**src/hdl/sdar_pkg.sv**
```systemverilog
// ----------------------------------------------------------------------------
// sdar_pkg
// Types, widths and codes of the stick direction auto repeat block.
// ----------------------------------------------------------------------------
`timescale 1ns / 1ps

package sdar_pkg;

  localparam int AXIS_W      = 16;
  localparam int DT_W        = 20;
  localparam int TIMER_W     = 32;
  localparam int DZ_W        = 15;
  localparam int DZSQ_W      = 2 * DZ_W;
  localparam int SQ_W        = 31;
  localparam int MAG_W       = 32;
  localparam int IN_TDATA_W  = 56;
  localparam int OUT_TDATA_W = 8;
  localparam int CFG_IDX_W   = 2;
  localparam int CFG_DATA_W  = 32;

  // Bit positions of the input fields in s_tdata.
  localparam int X_LSB      = 0;
  localparam int Y_LSB      = X_LSB + AXIS_W;
  localparam int DT_LSB     = Y_LSB + AXIS_W;
  localparam int ACTIVE_BIT = DT_LSB + DT_W;

  typedef logic [1:0] dir_t;
  localparam dir_t DIR_UP    = 2'd0;
  localparam dir_t DIR_DOWN  = 2'd1;
  localparam dir_t DIR_LEFT  = 2'd2;
  localparam dir_t DIR_RIGHT = 2'd3;

  typedef logic [CFG_IDX_W-1:0] cfg_idx_t;
  localparam cfg_idx_t REG_DEAD_ZONE       = 2'd0;
  localparam cfg_idx_t REG_REPEAT_DELAY    = 2'd1;
  localparam cfg_idx_t REG_REPEAT_INTERVAL = 2'd2;

  // Reset values; the dead zone is kept squared (8192 squared).
  localparam logic [DZSQ_W-1:0]  DZ_SQ_RESET         = 30'd67108864;
  localparam logic [TIMER_W-1:0] REPEAT_DELAY_RESET    = 32'd400000;
  localparam logic [TIMER_W-1:0] REPEAT_INTERVAL_RESET = 32'd100000;

  // One tick after the squaring stage.
  typedef struct packed {
    logic            active;
    dir_t            dir;
    logic [DT_W-1:0] dt;
    logic [SQ_W-1:0] xs;
    logic [SQ_W-1:0] ys;
  } sq_stage_t;

  // Timer add that sticks at all ones on overflow.
  function automatic logic [TIMER_W-1:0] sat_add(input logic [TIMER_W-1:0] a,
                                                 input logic [DT_W-1:0] b);
    logic [TIMER_W:0] sum;
    sum = {1'b0, a} + {{(TIMER_W + 1 - DT_W){1'b0}}, b};
    return sum[TIMER_W] ? {TIMER_W{1'b1}} : sum[TIMER_W-1:0];
  endfunction

endpackage

```
**src/hdl/stick_direction_auto_repeat.sv**
```systemverilog
// ----------------------------------------------------------------------------
// stick_direction_auto_repeat
// Turns polled analog stick samples into four-way navigation events with
// typematic repeat.
// ----------------------------------------------------------------------------
// Each transaction on the slave side is one polling tick: two Q1.15 axes, the
// microseconds since the previous tick and an active flag. Every tick yields
// exactly one transaction on the master side carrying nav_valid and nav_dir;
// nav_dir is zero when nav_valid is zero.
// The path has three register stages: input register, squaring register and
// the result register, where the held/timer state is updated. A tick taken
// at the input passes the squaring and result registers before it shows on
// the master side; one tick per cycle is sustained while m_tready stays high;
// the squaring multipliers and the timer update each fill one stage.
// When the receiver stalls, results queue in the stages and s_tready falls
// only once all three are full.
// The config channel (cfg_valid/cfg_ready, cfg_index, cfg_data) is always
// ready; write it only while no tick is in flight. The dead zone is squared
// as it is written.
// Reset (rst, synchronous) empties the pipeline, clears the state and loads
// the register defaults.
// ----------------------------------------------------------------------------
`timescale 1ns / 1ps

module stick_direction_auto_repeat
  import sdar_pkg::*;
(
  input  logic                   clk,
  input  logic                   rst,
  input  logic                   s_tvalid,
  output logic                   s_tready,
  // axis_x [15:0], axis_y [31:16], delta_time [51:32], ui_active [52], zero pad
  input  logic [IN_TDATA_W-1:0]  s_tdata,
  output logic                   m_tvalid,
  input  logic                   m_tready,
  // nav_valid [0], nav_dir [2:1], zero pad
  output logic [OUT_TDATA_W-1:0] m_tdata,
  input  logic                   cfg_valid,
  output logic                   cfg_ready,
  input  logic [CFG_IDX_W-1:0]   cfg_index,
  input  logic [CFG_DATA_W-1:0]  cfg_data
);

  // Configuration.
  logic [DZSQ_W-1:0]  dead_zone_sq;
  logic [TIMER_W-1:0] repeat_delay;
  logic [TIMER_W-1:0] repeat_interval;
  logic [DZSQ_W-1:0]  dz_prod;

  // Pipeline.
  logic                     in_vld;
  logic signed [AXIS_W-1:0] in_x;
  logic signed [AXIS_W-1:0] in_y;
  logic [DT_W-1:0]          in_dt;
  logic                     in_act;
  logic                     sq_vld;
  sq_stage_t                sq;
  sq_stage_t                sq_next;
  logic                     out_vld;
  logic                     out_nav_valid;
  dir_t                     out_nav_dir;

  logic out_ready;
  logic sq_ready;
  logic out_load;

  // Navigation state.
  logic               held;
  dir_t               last_dir;
  logic [TIMER_W-1:0] hold_time;
  logic [TIMER_W-1:0] repeat_time;
  logic               held_next;
  dir_t               last_dir_next;
  logic [TIMER_W-1:0] hold_time_next;
  logic [TIMER_W-1:0] repeat_time_next;
  logic               nav_valid_next;
  dir_t               nav_dir_next;

  logic signed [2*AXIS_W-1:0] x_prod;
  logic signed [2*AXIS_W-1:0] y_prod;
  logic signed [AXIS_W:0]     x_ext;
  logic signed [AXIS_W:0]     y_ext;
  logic [AXIS_W:0]            ax;
  logic [AXIS_W:0]            ay;
  logic                       x_pos;
  logic                       y_pos;
  logic [MAG_W-1:0]           mag2;
  logic                       outside;
  logic [TIMER_W-1:0]         hold_sum;
  logic [TIMER_W-1:0]         repeat_sum;

  assign cfg_ready = 1'b1;
  assign dz_prod   = DZSQ_W'(cfg_data[DZ_W-1:0]) * DZSQ_W'(cfg_data[DZ_W-1:0]);

  always_ff @(posedge clk) begin
    if (rst) begin
      dead_zone_sq    <= DZ_SQ_RESET;
      repeat_delay    <= REPEAT_DELAY_RESET;
      repeat_interval <= REPEAT_INTERVAL_RESET;
    end else if (cfg_valid) begin
      unique case (cfg_index)
        REG_DEAD_ZONE:       dead_zone_sq    <= dz_prod;
        REG_REPEAT_DELAY:    repeat_delay    <= cfg_data;
        REG_REPEAT_INTERVAL: repeat_interval <= cfg_data;
        default: ;
      endcase
    end
  end

  // Each stage moves on when the one after it is free or moving.
  assign out_ready = !out_vld || m_tready;
  assign sq_ready  = !sq_vld || out_ready;
  assign s_tready  = !in_vld || sq_ready;
  assign out_load  = sq_vld && out_ready;

  always_ff @(posedge clk) begin
    if (rst) begin
      in_vld <= 1'b0;
    end else if (s_tready) begin
      in_vld <= s_tvalid;
    end
    if (s_tready && s_tvalid) begin
      in_x   <= s_tdata[X_LSB +: AXIS_W];
      in_y   <= s_tdata[Y_LSB +: AXIS_W];
      in_dt  <= s_tdata[DT_LSB +: DT_W];
      in_act <= s_tdata[ACTIVE_BIT];
    end
  end

  // Squares and direction pick.
  always_comb begin
    x_prod = (2*AXIS_W)'(in_x) * (2*AXIS_W)'(in_x);
    y_prod = (2*AXIS_W)'(in_y) * (2*AXIS_W)'(in_y);
    x_ext  = {in_x[AXIS_W-1], in_x};
    y_ext  = {in_y[AXIS_W-1], in_y};
    ax     = x_ext[AXIS_W] ? $unsigned(-x_ext) : $unsigned(x_ext);
    ay     = y_ext[AXIS_W] ? $unsigned(-y_ext) : $unsigned(y_ext);
    x_pos  = !in_x[AXIS_W-1] && (in_x != '0);
    y_pos  = !in_y[AXIS_W-1] && (in_y != '0);
    sq_next.active = in_act;
    sq_next.dt     = in_dt;
    sq_next.xs     = x_prod[SQ_W-1:0];
    sq_next.ys     = y_prod[SQ_W-1:0];
    if (ax > ay) begin
      sq_next.dir = x_pos ? DIR_RIGHT : DIR_LEFT;
    end else begin
      sq_next.dir = y_pos ? DIR_UP : DIR_DOWN;
    end
  end

  always_ff @(posedge clk) begin
    if (rst) begin
      sq_vld <= 1'b0;
    end else if (sq_ready) begin
      sq_vld <= in_vld;
    end
    if (sq_ready && in_vld) begin
      sq <= sq_next;
    end
  end

  // Dead zone test and the typematic state update.
  always_comb begin
    mag2       = MAG_W'(sq.xs) + MAG_W'(sq.ys);
    outside    = mag2 > MAG_W'(dead_zone_sq);
    hold_sum   = sat_add(hold_time, sq.dt);
    repeat_sum = sat_add(repeat_time, sq.dt);

    held_next        = held;
    last_dir_next    = last_dir;
    hold_time_next   = hold_time;
    repeat_time_next = repeat_time;
    nav_valid_next   = 1'b0;
    nav_dir_next     = DIR_UP;

    if (sq.active && outside) begin
      if (!held || sq.dir != last_dir) begin
        held_next        = 1'b1;
        last_dir_next    = sq.dir;
        hold_time_next   = '0;
        repeat_time_next = '0;
        nav_valid_next   = 1'b1;
        nav_dir_next     = sq.dir;
      end else begin
        hold_time_next = hold_sum;
        if (hold_sum > repeat_delay) begin
          if (repeat_sum >= repeat_interval) begin
            repeat_time_next = '0;
            nav_valid_next   = 1'b1;
            nav_dir_next     = sq.dir;
          end else begin
            repeat_time_next = repeat_sum;
          end
        end
      end
    end else if (sq.active) begin
      held_next      = 1'b0;
      hold_time_next = '0;
    end
  end

  always_ff @(posedge clk) begin
    if (rst) begin
      out_vld     <= 1'b0;
      held        <= 1'b0;
      last_dir    <= DIR_UP;
      hold_time   <= '0;
      repeat_time <= '0;
    end else begin
      if (out_ready) begin
        out_vld <= sq_vld;
      end
      if (out_load) begin
        held        <= held_next;
        last_dir    <= last_dir_next;
        hold_time   <= hold_time_next;
        repeat_time <= repeat_time_next;
      end
    end
    if (out_load) begin
      out_nav_valid <= nav_valid_next;
      out_nav_dir   <= nav_dir_next;
    end
  end

  assign m_tvalid = out_vld;
  assign m_tdata  = {{(OUT_TDATA_W - 3){1'b0}}, out_nav_dir, out_nav_valid};

endmodule

```
**config.mk**
```make
export PLATFORM = sky130hd
export DESIGN_NAME = stick_direction_auto_repeat
export DESIGN_NICKNAME = d
export VERILOG_FILES = /design/src/hdl/sdar_pkg.sv /design/src/hdl/stick_direction_auto_repeat.sv
export SDC_FILE = /design/constraint.sdc
export NUM_CORES = 2
export LEC_CHECK = 0
export BUFFER_PORTS_ARGS = -buffer_cell sky130_fd_sc_hd__buf_2
export CAP_MARGIN = 0
export CELL_PAD_IN_SITES_DETAIL_PLACEMENT = 0
export CELL_PAD_IN_SITES_GLOBAL_PLACEMENT = 2
export CORE_UTILIZATION = 40
export DETAILED_ROUTE_END_ITERATION = 10
export GPL_TIMING_DRIVEN = 0
export PLACE_DENSITY = 0.82
export SETUP_SLACK_MARGIN = 0.5
export SLEW_MARGIN = 5
export SYNTH_ARGS = -nofsm -noshare
export SYNTH_HDL_FRONTEND = slang
export SYNTH_SLANG_ARGS = --single-unit
```
**constraint.sdc**
```tcl
create_clock -name clk -period 21.6 [get_ports clk]
set_input_delay 2.16 -clock clk [delete_from_list [all_inputs] [get_ports clk]]
set_output_delay 2.16 -clock clk [all_outputs]
set_load 0.01 [all_outputs]
```
==> summary.md <==
| Metric | Value |
|---|---|
| Synthesis warning total | `0` |
| Max Cap Violations | `0` |
| H-tree levels | `2` |
| Max Clk Rate | `112.7 MHz` |
| Mean Syn Cell Area | `9.083 um2` |
| Commonest non-fill, non-tap cell in the layout | `inv_1` |
| CP max stage cell | `clkbuf_1` |
| Total track usage | `0.2246` |
| Post-Synthesis Cells | `4475` |
| Placer congestion estimate | `0.8747` |
| Post-route ant nets | `0` |
| Skew-Pair Late Insertion Delay | `0.62 ns` |
| Largest net degree at the start of global routing | `25` |
| Cell chosen for the clock root | `clkbuf_16` |
| Clock sinks | `302` |
| Area growth syn-to-layout | `9.176%` |
| Cells resized by post-CTS repair | `0` |
| Number of buffers inserted by port buffering | `95` |
| Clk_skew | `0.03438 ns` |
| Most frequent cells in the layout | `inv_1, fa_1, nand2_1` |
| Period utilization | `0.4107` |
| CP endpoint kind | `flip-flop` |
| Vias per cell | `4.971` |
| Final HPWL DP | `92960 um` |
| Wire per inst | `18.64 um` |
| # rows | `116` |
| Vias in the first global route | `31190` |
| First-pass GRT wire length | `177200 um` |
| Share of cells above drive strength 1 | `0.05046` |
| Total congestion overflow | `0` |
| Mapped cell area | `40650 um2` |
| Post-synth EDFFs | `139` |
| Crit-path max FO | `10` |
| Postcts setup bufs | `0` |
| Post-synth ARST share | `0` |
| DRT Pass-1 Iters | `5` |
| WP data arrival | `9.39 ns` |
| Iteration-0 DRC Markers | `1506` |
| Synth cell types | `82` |
| Most frequent CP cell | `fa_1` |
| Worst slew margin | `0.3496` |
| Setup tns final | `0 ns` |
| Critical path class | `input pin to flip-flop` |
| Count of final setup violators | `0` |
| Die Ht | `320.8 um` |
| Total Routed Length | `112100 um` |
| Ports | `106` |
| Remaining DRCs | `0` |
| RSZ-0062 raised after global routing | `no` |
| Synthesized flop and latch total | `302` |
| Final worst path period need | `8.872 ns` |
| Actual slew at the worst max-slew pin | `0.9721 ns` |
| Filler cells | `10170` |
| Area of the core | `100400 um2` |
| Sequential fraction of the synthesis area | `0.1830` |
| Chip Width | `320.8 um` |
| Startpoint types | `input pin` |
| Outcome | `completed` |
| Slowest stage delay, CP | `0.62 ns` |
| # hold bufs at CTS | `0` |
| Clk slew on worst S/H paths | `0.06 ns` |
| Critical Path RT | `22.12 ns` |
| Clk buf depth | `3` |
| DR vias | `29900` |
| Die area | `102900 um2` |
| Hold crit path type | `flip-flop to flip-flop` |
| TritonCTS Buffers | `41` |
| Ys flop type | `dfxtp_1` |
| Fin nets | `5768` |
| Final hold vios | `0` |
| Initial Utilization | `0.4047` |
| # diodes | `0` |
| Initial antenna violation count | `2` |
| CTS tree | `built` |
| Fin. max-slew vios | `0` |
synthesized netlist by cell type (12+ instances only):
cell | instances | area, um2
inv_1 | 960 | 3603
fa_1 | 598 | 11970
nand2_1 | 500 | 1877
ha_1 | 451 | 5643
a21oi_1 | 245 | 1226
nor2_1 | 231 | 867.1
dfxtp_1 | 163 | 3263
edfxtp_1 | 139 | 4174
xnor2_1 | 138 | 1209
clkbuf_1 | 116 | 435.4
and2_1 | 107 | 669.4
o21ai_0 | 90 | 450.4
a21o_1 | 81 | 608.1
xor2_1 | 64 | 560.5
nand3_1 | 53 | 265.3
nor3_1 | 36 | 180.2
o21a_1 | 33 | 247.7
a211oi_1 | 32 | 240.2
nand2b_1 | 28 | 175.2
a22oi_1 | 27 | 202.7
o211ai_1 | 26 | 195.2
nand3b_1 | 23 | 172.7
nand4_1 | 23 | 143.9
nor2b_1 | 21 | 131.4
o21bai_1 | 21 | 157.7
and3_1 | 20 | 125.1
o21ai_1 | 17 | 85.08
a31oi_1 | 16 | 100.1
or2_2 | 16 | 100.1
or3_1 | 14 | 87.58
o31ai_1 | 12 | 90.09
worst paths after layout:
check,start,endpoint,slack (ns),depth (start not counted)
worst max register to register,in_x[15],sq[60],13.42,26
worst min register to register,in_dt[18],sq[80],0.41,0
worst min-delay path,in_dt[18],sq[80],0.41,0
worst max-delay path,cfg_data[5],dead_zone_sq[28],12.73,25
final cells by class:
type	instances	area (um2)	share of cell area
inverter	973	3652	0.08230
multi-input combinational	3064	29040	0.6543
clock buffer	49	1097	0.02473
timing repair buffer	101	618.1	0.01393
clock inverter	27	271.5	0.006118
buffer	141	566.8	0.01277
sequential	302	7437	0.1676
tap	1357	1698	0.03826
registers in the layout, summed over array words and instances (netlist names), 2 cells and up:
signal and cells:
hold_time 32, in_x 16, repeat_interval 32, repeat_delay 32, sq 83, dead_zone_sq 29
repeat_time 32, last_dir 2, in_y 16, in_dt 20, out_nav_dir 2
critical path, delay by kind of cell:
| kind | cells | cell delay, ns |
|---|---|---|
| xor gates and xnor gates | 1 | 0.20 |
| and+or+nand+nor | 5 | 0.97 |
| AOI/OAI and AO/OA | 6 | 1.18 |
| buffers and inverters | 6 | 1.46 |
| adders and majority gates | 7 | 3.39 |
cells by family after synthesis:
logic type / after synthesis / synth area share
simple gates: 1121 / 0.1274
buf+inv: 1114 / 0.1038
fa+ha+maj: 1049 / 0.4333
compound gates: 676 / 0.1064
flops: 302 / 0.1830
xor+xnor: 202 / 0.04353
mux: 9 / 0.002370
other cells: 2 / 0.0001848
layer usage:
metal	wire, um	track usage
met1	50030	0.2970
met2	53630	0.3809
met3	4560	0.02563
met4	3893	0.07651
met5	10	0
metrics by stage:
stage	instances	setup slack [ns]	util	hold slack [ns]	cell area, um2
global route	6014	12.24	0.4418	0.4214	44380
global placement	5932	9.723	0.4265	0.4026	42840
CTS	6014	12.73	0.4418	0.4128	44380
finish	6014	12.73	0.4418	0.4137	44380
floorplan	4480	12.68	-	0.4003	40670
detailed placement	5938	12.13	0.4282	0.4054	43010
Power is left out: the tool's default activity adds up to more than one toggle a clock period on the data nets, which glitch-free logic cannot reach.
